[config.mk]
export PLATFORM = sky130hd
export DESIGN_NAME = utf8_stream_decoder_unit
export DESIGN_NICKNAME = d
export VERILOG_FILES = /design/src/utf8sd_pkg.sv /design/src/utf8_stream_decoder_unit.sv
export SDC_FILE = /design/constraint.sdc
export NUM_CORES = 1
export LEC_CHECK = 0
export ABC_AREA = 1
export ABC_CLOCK_PERIOD_IN_PS = 13900
export BUFFER_PORTS_ARGS = -buffer_cell sky130_fd_sc_hd__buf_2
export CAP_MARGIN = 5
export CORE_AREA = 2 2 181 112
export DETAILED_ROUTE_END_ITERATION = 12
export DIE_AREA = 0 0 183 114
export MAX_ROUTING_LAYER = met4
export PLACE_DENSITY_LB_ADDON = 0.15
export SKIP_LAST_GASP = 1
export SLEW_MARGIN = 0
export SYNTH_ARGS = -nofsm -noshare
export SYNTH_HDL_FRONTEND = slang
export SYNTH_SLANG_ARGS = --single-unit
[constraint.sdc]
create_clock -name clk -period 13.9 [get_ports clk]
set_input_delay 2.78 -clock clk [delete_from_list [all_inputs] [get_ports clk]]
set_output_delay 2.78 -clock clk [all_outputs]
set_load 0.005 [all_outputs]
[src/utf8sd_pkg.sv]
package utf8sd_pkg;

    // Kinds of result beat.
    typedef enum logic [1:0] {
        KIND_CHAR  = 2'd0,
        KIND_ERROR = 2'd1,
        KIND_END   = 2'd2
    } result_kind_t;

    localparam int CP_WIDTH      = 31;
    localparam int TOTAL_WIDTH   = 32;
    localparam int PENDING_WIDTH = 3;

    // Byte classification constants.
    localparam logic [7:0] LEAD_LOW       = 8'hC2;
    localparam logic [7:0] LEAD_HIGH      = 8'hFE;
    localparam logic [7:0] CONT_MASK      = 8'hC0;
    localparam logic [7:0] CONT_TAG       = 8'h80;
    localparam logic [7:0] CONT_BITS      = 8'h3F;
    localparam logic [7:0] LEAD2_BITS     = 8'h1F;
    localparam logic [7:0] LEAD3_BITS     = 8'h0F;
    localparam logic [7:0] LEAD4_BITS     = 8'h07;
    localparam logic [7:0] LEAD5_BITS     = 8'h03;
    localparam logic [7:0] LEAD6_BITS     = 8'h01;

endpackage

[src/utf8_stream_decoder_unit.sv]
// UTF-8 stream decoder, legacy 1 to 6 byte forms.
// Input channel: in_valid / in_stall carry one text_byte per beat. A zero byte
// in lead position ends the text and gives an end beat holding the count, unless an error came before it.
// Output channel: out_valid / out_stall carry result_kind, code_point and
// char_total. A byte gives at most one result beat; continuation bytes that do
// not complete a character, and bytes discarded after an error, give none.
// A byte accepted sits in the input register and is decoded into the result
// register, whose beat is then offered on out_valid.
// Throughput: one byte per cycle while the receiver does not stall; the decode
// is a single pass of logic from the input register to the result register.
// When the receiver stalls, the result register holds its beat and the input
// register holds its byte; in_stall rises only while both are occupied and the
// result cannot move, so no beat is lost or repeated.
// Reset (rst_n low, asynchronous) empties both registers and clears the
// decoder state and the character count.
module utf8_stream_decoder_unit
    import utf8sd_pkg::*;
#(
    parameter int COUNT_WIDTH = 32
)
(
    input  logic                   clk,
    input  logic                   rst_n,
    input  logic                   in_valid,
    output logic                   in_stall,
    input  logic [7:0]             text_byte,
    output logic                   out_valid,
    input  logic                   out_stall,
    output logic [1:0]             result_kind,
    output logic [CP_WIDTH-1:0]    code_point,
    output logic [TOTAL_WIDTH-1:0] char_total
);

    localparam logic [COUNT_WIDTH-1:0] COUNT_MAX = {COUNT_WIDTH{1'b1}};

    // Input register.
    logic                     in_full_reg;
    logic [7:0]               byte_reg;

    // Decoder state.
    logic [PENDING_WIDTH-1:0] pending_reg, pending_next;
    logic [CP_WIDTH-1:0]      partial_reg, partial_next;
    logic [COUNT_WIDTH-1:0]   count_reg, count_next;
    logic                     failed_reg, failed_next;

    // Result register.
    logic                     out_full_reg;
    result_kind_t             kind_reg, kind_next;
    logic [CP_WIDTH-1:0]      cp_reg, cp_next;
    logic [TOTAL_WIDTH-1:0]   total_reg;
    logic                     emit_next;

    logic                     advance;
    logic                     in_take;
    logic [CP_WIDTH-1:0]      shifted;
    logic [COUNT_WIDTH-1:0]   count_inc;
    logic [TOTAL_WIDTH-1:0]   total_next;

    // The input byte moves on when the result register is free or being taken.
    assign advance  = in_full_reg && (!out_full_reg || !out_stall);
    assign in_stall = in_full_reg && !advance;
    assign in_take  = in_valid && !in_stall;

    assign shifted   = {partial_reg[CP_WIDTH-7:0], byte_reg[5:0] & CONT_BITS[5:0]};
    assign count_inc = (count_reg != COUNT_MAX) ? count_reg + COUNT_WIDTH'(1) : count_reg;

    // Decode one byte against the current state.
    always_comb
    begin
        pending_next = pending_reg;
        partial_next = partial_reg;
        count_next   = count_reg;
        failed_next  = failed_reg;
        emit_next    = 1'b0;
        kind_next    = KIND_CHAR;
        cp_next      = '0;

        priority if (failed_reg)
        begin
            if (byte_reg == 8'h00)
            begin
                pending_next = '0;
                partial_next = '0;
                count_next   = '0;
                failed_next  = 1'b0;
            end
        end
        else if (pending_reg != '0)
        begin
            priority if (byte_reg == 8'h00)
            begin
                // Text ended inside a sequence: error, then a fresh start.
                pending_next = '0;
                partial_next = '0;
                count_next   = '0;
                emit_next    = 1'b1;
                kind_next    = KIND_ERROR;
            end
            else if ((byte_reg & CONT_MASK) != CONT_TAG)
            begin
                pending_next = '0;
                partial_next = '0;
                failed_next  = 1'b1;
                emit_next    = 1'b1;
                kind_next    = KIND_ERROR;
            end
            else if (pending_reg == PENDING_WIDTH'(1))
            begin
                pending_next = '0;
                partial_next = '0;
                count_next   = count_inc;
                emit_next    = 1'b1;
                kind_next    = KIND_CHAR;
                cp_next      = shifted;
            end
            else
            begin
                pending_next = pending_reg - PENDING_WIDTH'(1);
                partial_next = shifted;
            end
        end
        else
        begin
            priority if (byte_reg == 8'h00)
            begin
                pending_next = '0;
                partial_next = '0;
                count_next   = '0;
                emit_next    = 1'b1;
                kind_next    = KIND_END;
            end
            else if (!byte_reg[7])
            begin
                count_next = count_inc;
                emit_next  = 1'b1;
                kind_next  = KIND_CHAR;
                cp_next    = CP_WIDTH'(byte_reg);
            end
            else if (byte_reg < LEAD_LOW || byte_reg >= LEAD_HIGH)
            begin
                failed_next = 1'b1;
                emit_next   = 1'b1;
                kind_next   = KIND_ERROR;
            end
            else if (byte_reg[7:5] == 3'b110)
            begin
                partial_next = CP_WIDTH'(byte_reg & LEAD2_BITS);
                pending_next = PENDING_WIDTH'(1);
            end
            else if (byte_reg[7:4] == 4'b1110)
            begin
                partial_next = CP_WIDTH'(byte_reg & LEAD3_BITS);
                pending_next = PENDING_WIDTH'(2);
            end
            else if (byte_reg[7:3] == 5'b11110)
            begin
                partial_next = CP_WIDTH'(byte_reg & LEAD4_BITS);
                pending_next = PENDING_WIDTH'(3);
            end
            else if (byte_reg[7:2] == 6'b111110)
            begin
                partial_next = CP_WIDTH'(byte_reg & LEAD5_BITS);
                pending_next = PENDING_WIDTH'(4);
            end
            else
            begin
                partial_next = CP_WIDTH'(byte_reg & LEAD6_BITS);
                pending_next = PENDING_WIDTH'(5);
            end
        end
    end

    // The total reported is the count after this byte, limited to 32 bits.
    // An end beat reports the count before it is cleared.
    generate
        if (COUNT_WIDTH > TOTAL_WIDTH)
        begin : g_wide_count
            logic [COUNT_WIDTH-1:0] shown;
            always_comb
            begin
                shown = (kind_next == KIND_END) ? count_reg : count_next;
                if (shown[COUNT_WIDTH-1:TOTAL_WIDTH] != '0)
                    total_next = {TOTAL_WIDTH{1'b1}};
                else
                    total_next = shown[TOTAL_WIDTH-1:0];
            end
        end
        else
        begin : g_narrow_count
            always_comb
            begin
                if (kind_next == KIND_END)
                    total_next = TOTAL_WIDTH'(count_reg);
                else
                    total_next = TOTAL_WIDTH'(count_next);
            end
        end
    endgenerate

    // Input register and decoder state.
    always_ff @(posedge clk or negedge rst_n)
    begin
        if (!rst_n)
        begin
            in_full_reg <= 1'b0;
            pending_reg <= '0;
            partial_reg <= '0;
            count_reg   <= '0;
            failed_reg  <= 1'b0;
        end
        else
        begin
            if (in_take)
                in_full_reg <= 1'b1;
            else if (advance)
                in_full_reg <= 1'b0;
            if (advance)
            begin
                pending_reg <= pending_next;
                partial_reg <= partial_next;
                count_reg   <= count_next;
                failed_reg  <= failed_next;
            end
        end
    end

    always_ff @(posedge clk)
    begin
        if (in_take)
            byte_reg <= text_byte;
    end

    // Result register.
    always_ff @(posedge clk or negedge rst_n)
    begin
        if (!rst_n)
            out_full_reg <= 1'b0;
        else if (advance)
            out_full_reg <= emit_next;
        else if (!out_stall)
            out_full_reg <= 1'b0;
    end

    always_ff @(posedge clk)
    begin
        if (advance && emit_next)
        begin
            kind_reg  <= kind_next;
            cp_reg    <= cp_next;
            total_reg <= total_next;
        end
    end

    assign out_valid   = out_full_reg;
    assign result_kind = kind_reg;
    assign code_point  = cp_reg;
    assign char_total  = total_reg;

endmodule
==> results.py, run 1 <==
metrics = {
    "worst_setup_path": {
        "r2r_end": "char_total[29]",
        "path_cells": "buf_2, nand2_1, nor2_1, buf_2",
        "path_class": "primary input to output pin",
        "worst_ep_arrival_time_ns": 3.20,
        "path_max_fanout": 3,
        "r2r_slack_ns": 10.53,
        "cp-end-kind": "output pin",
        "cp-start-kind": "primary input",
        "r2r.worst_path.cells": 10,
        "slowest_delay_ns": 0.13,
        "timing.rr.start": "byte_reg[7]",
        "crit_required_ns": 11.12,
        "path_buf_inv": 2,
        "cp_top_family": "buffers and inverters",
        "slowest_stage": "nor2_1",
        "critPathMostFrequentCell": "buf_2",
    },
    "layout": {
        "nets": 1211,
        "final_area_sq_um": 9510,
        "drive_gt1_share_pct": 14.4,
        "area_delta_synth_final_pct": 12.0,
        "antennaDiodeCount": 0,
    },
    "drt": {
        "routed-via-count": 7754,
        "routed_wirelength_microns": 23200,
        "viasPerCell": 5.31,
        "drt_pre_antenna_iters": 5,
        "wire_per_inst_microns": 15.9,
        "antenna_left": 0,
        "drc": 0,
        "drt-initial-drc-count": 834,
    },
    "floorplan": {
        "ios": 79,
        "fp.dieW_microns": 183,
        "rows": 40,
        "initial_utilization_pct": 43.8,
        "dieArea_sq_um": 20900,
        "coreArea_sq_um": 19400,
        "die_h_microns": 114,
    },
    "synth": {
        "yosysTopAreaCell": "edfxtp_1",
        "synth_cell_type_count": 40,
        "synth-seq-area-share_pct": 44.4,
        "yosys.area_share.simple_pct": 37.0,
        "synth_fp_nets": 1173,
        "synth_compound_area_share_pct": 8.25,
        "muxShareOfSynthArea_pct": 0,
        "synth_warnings": 0,
        "yosys-top-cells-area": "edfxtp_1, nand2_1, dfrtp_1",
        "synth_top_family_by_area": "simple AND/OR/NAND/NOR gates",
        "synth-xor-area-share_pct": 1.34,
        "yosysTopAreaCellShare_pct": 25.8,
        "synthAdderAreaFrac_pct": 0.589,
        "synthCells": 1157,
        "syn-cell-area_sq_um": 8500,
        "avgSynthCellArea_sq_um": 7.34,
        "ys_ff_latch": 136,
    },
    "sta": {
        "max_freq_mhz": 167,
        "finalMaxSlewViolations": 0,
        "worstMarginPinSlew_ns": 0.880,
        "maxSlewHeadroom_pct": 41.2,
        "finalSetupTns_ns": 0,
        "worst_slack_ns": 7.92,
        "worst_clock_skew_ns": 0.0101,
        "setup_viol": 0,
        "rsz0062_at_grt": "no",
        "post-route-period-util_pct": 43.0,
        "hold_viol": 0,
        "fin_crit_ns": 5.98,
    },
    "placed_design": {
        "gp_congestion": 0.950,
        "port_buffers": 78,
        "hpwl_microns": 15000,
        "place_area_sq_um": 8920,
        "dp_worst_setup_slack_ns": 7.93,
    },
    "outcome": {
        "status": "complete, no violations",
    },
    "global_routing": {
        "grt_usage_pct": 24.1,
        "gr-total-overflow": 0,
        "grt_pass1_vias": 6979,
        "grt_max_degree": 72,
        "grt_pass1_wl_microns": 38100,
        "antenna_found_initial": 0,
    },
    "clocking": {
        "clkLatencyLatePin_ns": 0.43,
        "cts-root-buf": "clkbuf_16",
        "numCtsBuffers": 17,
        "hold_buffers": 0,
        "cts_max_level": 4,
        "cts-resized-gates": 0,
        "clk_pin_slew_ns": 0.06,
        "tritoncts": "built",
        "post-cts-setup-buffers": 0,
        "cts.path.max_buffers": 2,
        "cts.sinks": 136,
    },
    "run": {
        "maxCapViolCount": 0,
    },
    "power_and_ir_drop": {
        "powerDensity_nw_per_um2": 153,
        "ir_drop_mv": 0.105,
        "leakage_nw": 4.22,
    },
    "hold_path": {
        "holdPathEnd": "partial_reg[23]",
        "hold_path_depth": 2,
        "hold_path.class": "register to register",
        "hold_start": "partial_reg[23]",
    },
}
-- cell usage after synthesis, drive strengths merged --
cell	number
o21ai	41
a311oi	1
nor4	1
o211ai	21
o2111ai	1
clkbuf	21
dfrtp	63
nand3b	1
ha	4
nand2	448
buf	50
edfxtp	73
inv	83
a22oi	1
nand3	170
xor2	13
a21oi	36
nor2	103
nor3	11
nand4	9
or2	1
o31ai	1
clkinv	1
a31oi	2
o21a	1
-- metal layers --
| layer | wire [microns] | track usage (%) |
|---|---|---|
| met1 | 12200 | 37.9 |
| met2 | 8850 | 30.6 |
| met3 | 1890 | 4.85 |
| met4 | 279 | 6.29 |
| met5 | 0 | - |
-- tightest hold or removal path, delay by kind of cell (launching register included) --
family	cells	cell delay, ns
flops	1	0.34
compound gates	1	0.05
simple gates	1	0.06
-- worst max path at each step --
stage / from / end / cells after the start
after floorplan: out_stall / char_total[0] / 5
after global placement: out_stall / in_stall / 4
after detailed placement: out_stall / in_stall / 4
after CTS: out_stall / in_stall / 4
after global routing: out_stall / in_stall / 4
final: out_stall / in_stall / 4
-- cells by family (layout without fill, tap and decap cells) --
family	count (synthesis)	after routing
adder cells (fa/ha/maj)	4	4
XOR/XNOR	13	13
AO/OA/AOI/OAI	105	105
AND/OR/NAND/NOR	744	744
buffers and inverters	155	206
flip-flops	136	136
-- per-stage QoR --
stage / total power, mW / instances / hold slack (ns) / utilization (%)
floorplan: 0.890 / 1157 / 0.449 / -
global placement: 0.986 / 1428 / 0.466 / 45.9
detailed placement: 0.992 / 1428 / 0.470 / 45.9
global route: 1.55 / 1460 / 0.510 / 49.0
finish: 1.45 / 1460 / 0.485 / 49.0
CTS: 1.46 / 1460 / 0.486 / 49.0
-- cells in the final DEF (no fill, tap or decap), types with 4 or more instances in the layout --
cell type    n
nor2_1      91
nor3_1      10
o21ai_2     24
nand2_2      4
o21ai_0     10
a21oi_1     36
clkbuf_8     4
xor2_1      13
edfxtp_1    73
dfrtp_1     63
o211ai_1    21
buf_2       78
buf_4       12
nand4_1      9
clkbuf_16   18
nand3_1    169
nor2_4       4
inv_2        5
ha_1         4
o21ai_1      7
nand2_1    442
inv_1       77
nor2_2       7
-- layout make-up --
class / count / area, sq um
clock inverters: 8 / 83.8
multi-input cells: 866 / 4030
repair buffers: 90 / 480
clock buffers: 24 / 513
well taps: 252 / 315
fillers: 1920 / 9900
inverters: 84 / 320
flip-flops and latches: 136 / 3770
-- report_power, final --
| part | internal (mW) | total [mW] | leakage, nW | switching, mW |
|---|---|---|---|---|
| sequential | 0.497 | 0.595 | 1.57 | 0.0976 |
| clock | 0.277 | 0.459 | 0.289 | 0.182 |
| combinational | 0.141 | 0.398 | 2.36 | 0.257 |
| total | 0.915 | 1.45 | 4.22 | 0.536 |
(Power assumes the default switching activity.)
==> run 2: changes to the inputs <==
ABC_CLOCK_PERIOD_IN_PS = 5900   (was 13900)
clock period = 5.9 ns   (was 13.9 ns; I/O delays follow)
==> run 2 against run 1 <==
  * Combinational power up 140%
  * Register-to-register slack got worse by 8.2 ns
  * Hold slack hardly changed
  * Clock skew rose by 0.0014 ns
  * Largest power group unchanged
  * Design area increased by 0.22%
  * Largest cell class unchanged
  * Critical path depth increased by 2
  * Highest routed layer unchanged
==> results.py, run 2 (same netlist as run 1, synthesis figures left out) <==
metrics = {
    "clocking": {
        "post-cts-setup-buffers": 0,
        "cts.sinks": 136,
        "clk_pin_slew_ns": 0.06,
        "hold_buffers": 0,
        "cts-root-buf": "clkbuf_16",
        "cts.path.max_buffers": 2,
        "tritoncts": "built",
        "cts_max_level": 4,
        "numCtsBuffers": 17,
        "clkLatencyLatePin_ns": 0.44,
        "cts-resized-gates": 0,
    },
    "placed_design": {
        "hpwl_microns": 15500,
        "place_area_sq_um": 8930,
        "gp_congestion": 0.971,
        "port_buffers": 78,
        "dp.cells": 1428,
    },
    "power_and_ir_drop": {
        "p_sw_share_pct": 37.9,
        "combPwrFrac_pct": 27.3,
        "ir_drop_mv": 0.221,
        "p_sw_mw": 1.31,
        "powerDensity_nw_per_um2": 362,
        "leakage_nw": 4.21,
        "p_int_mw": 2.15,
        "p_seq_share_pct": 40.7,
        "clkPwrFrac_pct": 32.0,
    },
    "layout": {
        "final_area_sq_um": 9540,
        "final_cells": 1460,
        "multiInputGateArea_sq_um": 4030,
        "nets": 1211,
        "layout_commonest_cell": "nand2_1",
        "final_cell_mix": "nand2_1, nand3_1, nor2_1",
        "seq_area_sq_um": 3770,
        "final_util_pct": 49.1,
        "fillers": 1930,
        "antennaDiodeCount": 0,
        "area_delta_synth_final_pct": 12.2,
        "drive_gt1_share_pct": 14.6,
    },
    "worst_setup_path": {
        "r2r.worst_path.cells": 6,
        "path_max_fanout": 37,
        "path_class": "register to register",
        "r2r_slack_ns": 2.33,
        "timing.rr.start": "byte_reg[7]",
        "cp-start-kind": "register",
        "crit_required_ns": 6.15,
        "cp-end-kind": "register",
        "worst_ep_arrival_time_ns": 3.83,
        "r2r_end": "char_total[22]",
    },
    "floorplan": {
        "ios": 79,
        "fp.dieW_microns": 183,
        "coreArea_sq_um": 19400,
        "initial_utilization_pct": 43.8,
        "dieArea_sq_um": 20900,
        "die_h_microns": 114,
        "rows": 40,
    },
    "outcome": {
        "status": "complete, no violations",
    },
    "hold_path": {
        "holdPathEnd": "partial_reg[19]",
        "hold_path.class": "register to register",
        "hold_start": "partial_reg[19]",
        "hold_path_depth": 2,
    },
    "drt": {
        "viasPerCell": 5.31,
        "routed-via-count": 7746,
        "drc": 0,
        "routed_wirelength_microns": 23200,
        "wire_per_inst_microns": 15.9,
        "drt-initial-drc-count": 829,
        "drt_pre_antenna_iters": 5,
        "antenna_left": 0,
    },
    "global_routing": {
        "antenna_found_initial": 0,
        "grt_pass1_vias": 6921,
        "gr-total-overflow": 0,
        "grt_pass1_wl_microns": 38300,
        "grt_usage_pct": 24.1,
        "grt_max_degree": 64,
    },
    "run": {
        "maxCapViolCount": 0,
    },
    "sta": {
        "fin_crit_ns": 3.57,
        "worst_clock_skew_ns": 0.0114,
        "finalSetupTns_ns": 0,
        "hold_viol": 0,
        "rsz0062_at_grt": "no",
        "max_freq_mhz": 280,
        "finalMaxSlewViolations": 0,
        "maxSlewHeadroom_pct": 38.5,
        "post-route-period-util_pct": 60.6,
        "setup_viol": 0,
        "worstMarginPinSlew_ns": 0.917,
    },
}
run 2: changes by cell type in the layout (fill, tap and decap cells not counted):
cell,previous run,this run
clkbuf_16,18,19
clkinvlp_4,2,4
clkbuf_1,2,0
inv_4,2,1
inv_8,0,1
buf_12,0,1
clkbuf_8,4,0
inv_6,2,5
buf_4,12,11
run 2: per-stage QoR:
stage | hold WS (ns) | power (mW) | setup WS [ns]
floorplan | 0.449 | 2.10 | 1.05
global placement | 0.470 | 2.33 | 2.38
detailed placement | 0.466 | 2.34 | 2.33
CTS | 0.483 | 3.45 | 2.35
global route | 0.513 | 3.69 | 2.00
finish | 0.485 | 3.45 | 2.33
run 2: final cells by class:
type	count	share of cell area, %
Multi-Input combinational cell	866	42.3
Clock inverter	13	1.36
Inverter	84	3.36
Sequential cell	136	39.5
Clock buffer	19	4.99
Tap cell	252	3.31
Timing Repair Buffer	90	5.17
run 2: power by group through the flow:
| stage | registers [mW] | logic, mW | clock network, mW |
|---|---|---|---|
| after floorplan | 1.30 | 0.796 | 0 |
| after global placement | 1.41 | 0.920 | 0 |
| after detailed placement | 1.41 | 0.931 | 0 |
| after CTS | 1.40 | 0.938 | 1.12 |
| after global routing | 1.42 | 1.10 | 1.17 |
| final | 1.40 | 0.944 | 1.10 |
run 2: worst max-delay path by stage:
stage / from / end / slack [ns]
after floorplan: out_stall / char_total[0] / 1.05
after global placement: out_stall / code_point[0] / 2.38
after detailed placement: out_stall / char_total[21] / 2.33
after CTS: byte_reg[7] / char_total[22] / 2.35
after global routing: byte_reg[7] / char_total[23] / 2.00
final: byte_reg[7] / char_total[22] / 2.33
run 2: layer usage:
metal  vias up  global-route usage, %  wire length (microns)
met3        16                   4.57                   1680
li1       3850                      -                      -
met5         -                      -                      0
met4         0                   4.53                    205
met1      3589                   39.1                  12700
met2       291                   30.3                   8610
run 2: critical path, cell delays in order, from the launching register on:
cell and delay, ns:
edfxtp_1 0.59, inv_6 0.35, nand2_1 0.08, or2_2 0.54
nor3_2 0.77, inv_1 0.67, o211ai_1 0.37
==> run 3: changes to the inputs <==
ABC_CLOCK_PERIOD_IN_PS = 3700   (was 5900)
clock period = 3.7 ns   (was 5.9 ns; I/O delays follow)
==> run 3 against run 2 <==
  * Combinational power up 60%
  * Sequential power grew 59%
  * Maximum frequency is 20% higher
  * Die area did not move
  * Sequential share of layout area shrank 0.11 points
==> results.py, run 3 (same netlist as run 1, synthesis figures left out) <==
metrics = {
    "drt": {
        "wl_met3_microns": 1550,
        "routed_wirelength_microns": 23100,
        "antenna_left": 0,
        "drc": 0,
        "top_layer": "met4",
        "drt-initial-drc-count": 765,
        "route.met2.wl_microns": 8510,
        "wire_per_inst_microns": 15.8,
        "viasPerCell": 5.21,
        "wl_met1_microns": 12800,
        "routed-via-count": 7628,
        "drt_pre_antenna_iters": 5,
    },
    "clocking": {
        "cts.path.max_buffers": 2,
        "hold_buffers": 0,
        "cts-resized-gates": 0,
        "clk_pin_slew_ns": 0.06,
        "cts.sinks": 136,
        "tritoncts": "built",
        "numCtsBuffers": 17,
        "cts-root-buf": "clkbuf_16",
        "clkLatencyLatePin_ns": 0.44,
        "cts_max_level": 4,
        "post-cts-setup-buffers": 0,
    },
    "worst_setup_path": {
        "path_class": "register to register",
        "r2r.worst_path.cells": 6,
        "cp_top_family": "simple AND/OR/NAND/NOR gates",
        "cp-start-kind": "register",
        "cp-end-kind": "register",
        "path_cells": "inv_6, nor3_1, nor2_1, a21oi_1, nor2_4, buf_4",
        "r2r_slack_ns": 0.73,
        "worst_ep_arrival_time_ns": 3.04,
        "critPathLaunch": "byte_reg[7]",
        "r2r_end": "char_total[22]",
        "slowest_stage": "nor2_4",
        "slowest_delay_ns": 0.63,
        "crit_required_ns": 3.77,
        "path_max_fanout": 42,
        "path_buf_inv": 2,
        "timing.rr.start": "byte_reg[7]",
    },
    "global_routing": {
        "gr-total-overflow": 0,
        "grt_max_degree": 64,
        "grt_pass1_vias": 6929,
        "grt_usage_pct": 23.8,
        "grt_pass1_wl_microns": 37400,
        "antenna_found_initial": 0,
    },
    "floorplan": {
        "initial_utilization_pct": 43.8,
        "die_h_microns": 114,
        "dieArea_sq_um": 20900,
        "fp.dieW_microns": 183,
        "rows": 40,
        "ios": 79,
        "coreArea_sq_um": 19400,
    },
    "sta": {
        "worst_clock_skew_ns": 0.0113,
        "rsz0062_at_grt": "no",
        "max_freq_mhz": 337,
        "finalSetupTns_ns": 0,
        "setup_viol": 0,
        "maxSlewHeadroom_pct": 40.5,
        "hold_viol": 0,
        "finalMaxSlewViolations": 0,
        "worstMarginPinSlew_ns": 0.892,
        "fin_crit_ns": 2.97,
        "post-route-period-util_pct": 80.3,
    },
    "power_and_ir_drop": {
        "power.total_mw": 5.53,
        "ir_drop_mv": 0.334,
        "leakage_nw": 4.24,
        "powerDensity_nw_per_um2": 578,
    },
    "placed_design": {
        "port_buffers": 78,
        "gp_congestion": 0.973,
        "dp.cells": 1432,
        "hpwl_microns": 15200,
    },
    "layout": {
        "antennaDiodeCount": 0,
        "final_cells": 1464,
        "fillers": 1932,
        "final_cell_mix": "nand2_1, nand3_1, nor2_1",
        "layout_commonest_cell": "nand2_1",
        "nets": 1215,
        "area_delta_synth_final_pct": 12.5,
        "drive_gt1_share_pct": 14.8,
    },
    "hold_path": {
        "hold_path_depth": 1,
        "hold_start": "text_byte[3]",
        "hold_path.class": "primary input to register",
        "holdPathEnd": "byte_reg[3]",
    },
    "outcome": {
        "status": "complete, no violations",
    },
    "run": {
        "maxCapViolCount": 0,
    },
}
==> run 3: cell count changes in the layout (fill, tap and decap cells not counted) <==
cell,previous run,this run
clkinv_1,1,2
buf_12,1,0
bufinv_16,1,3
clkinv_4,2,3
clkinvlp_4,4,2
clkbuf_16,19,17
inv_6,5,6
inv_4,1,0
buf_4,11,16
==> run 3: stage by stage <==
step	setup slack (ns)	hold slack [ns]	instance area, sq um	util [%]
finish	0.730	0.477	9560	49.2
global placement	0.759	0.468	8950	46.1
floorplan	0.146	0.444	8500	-
detailed placement	0.695	0.470	8950	46.1
CTS	0.691	0.456	9560	49.2
global route	0.459	0.462	9560	49.2
==> run 3: per-layer routing <==
metal / vias to the layer above / global-route usage (%)
met5: - / -
met4: 0 / 5.97
met3: 12 / 5.14
met2: 264 / 29.0
met1: 3504 / 38.4
li1: 3848 / -
==> run 3: how the worst max path moves through the flow <==
| stage | end | slack (ns) | cells past startpoint |
|---|---|---|---|
| final | char_total[22] | 0.73 | 6 |
| after global routing | char_total[23] | 0.46 | 6 |
| after CTS | char_total[24] | 0.69 | 6 |
| after detailed placement | char_total[21] | 0.70 | 6 |
| after global placement | code_point[0] | 0.76 | 6 |
| after floorplan | char_total[0] | 0.15 | 8 |
==> run 3: layout make-up <==
class                   count  area [sq um]  share of cell area, %
clock inverters            15           190                   1.99
flip-flops and latches    136          3770                   39.4
well taps                 252           315                   3.30
repair buffers             94           510                   5.34
inverters                  84           320                   3.35
clock buffers              17           425                   4.45
multi-input cells         866          4030                   42.2
==> run 3: report_power, final <==
part           switching [mW]  leakage, nW  total [mW]  internal (mW)
registers               0.358         1.57        2.23           1.87
logic                   0.970         2.37        1.51          0.536
clock network           0.722        0.295        1.80           1.07
total                    2.05         4.24        5.53           3.48
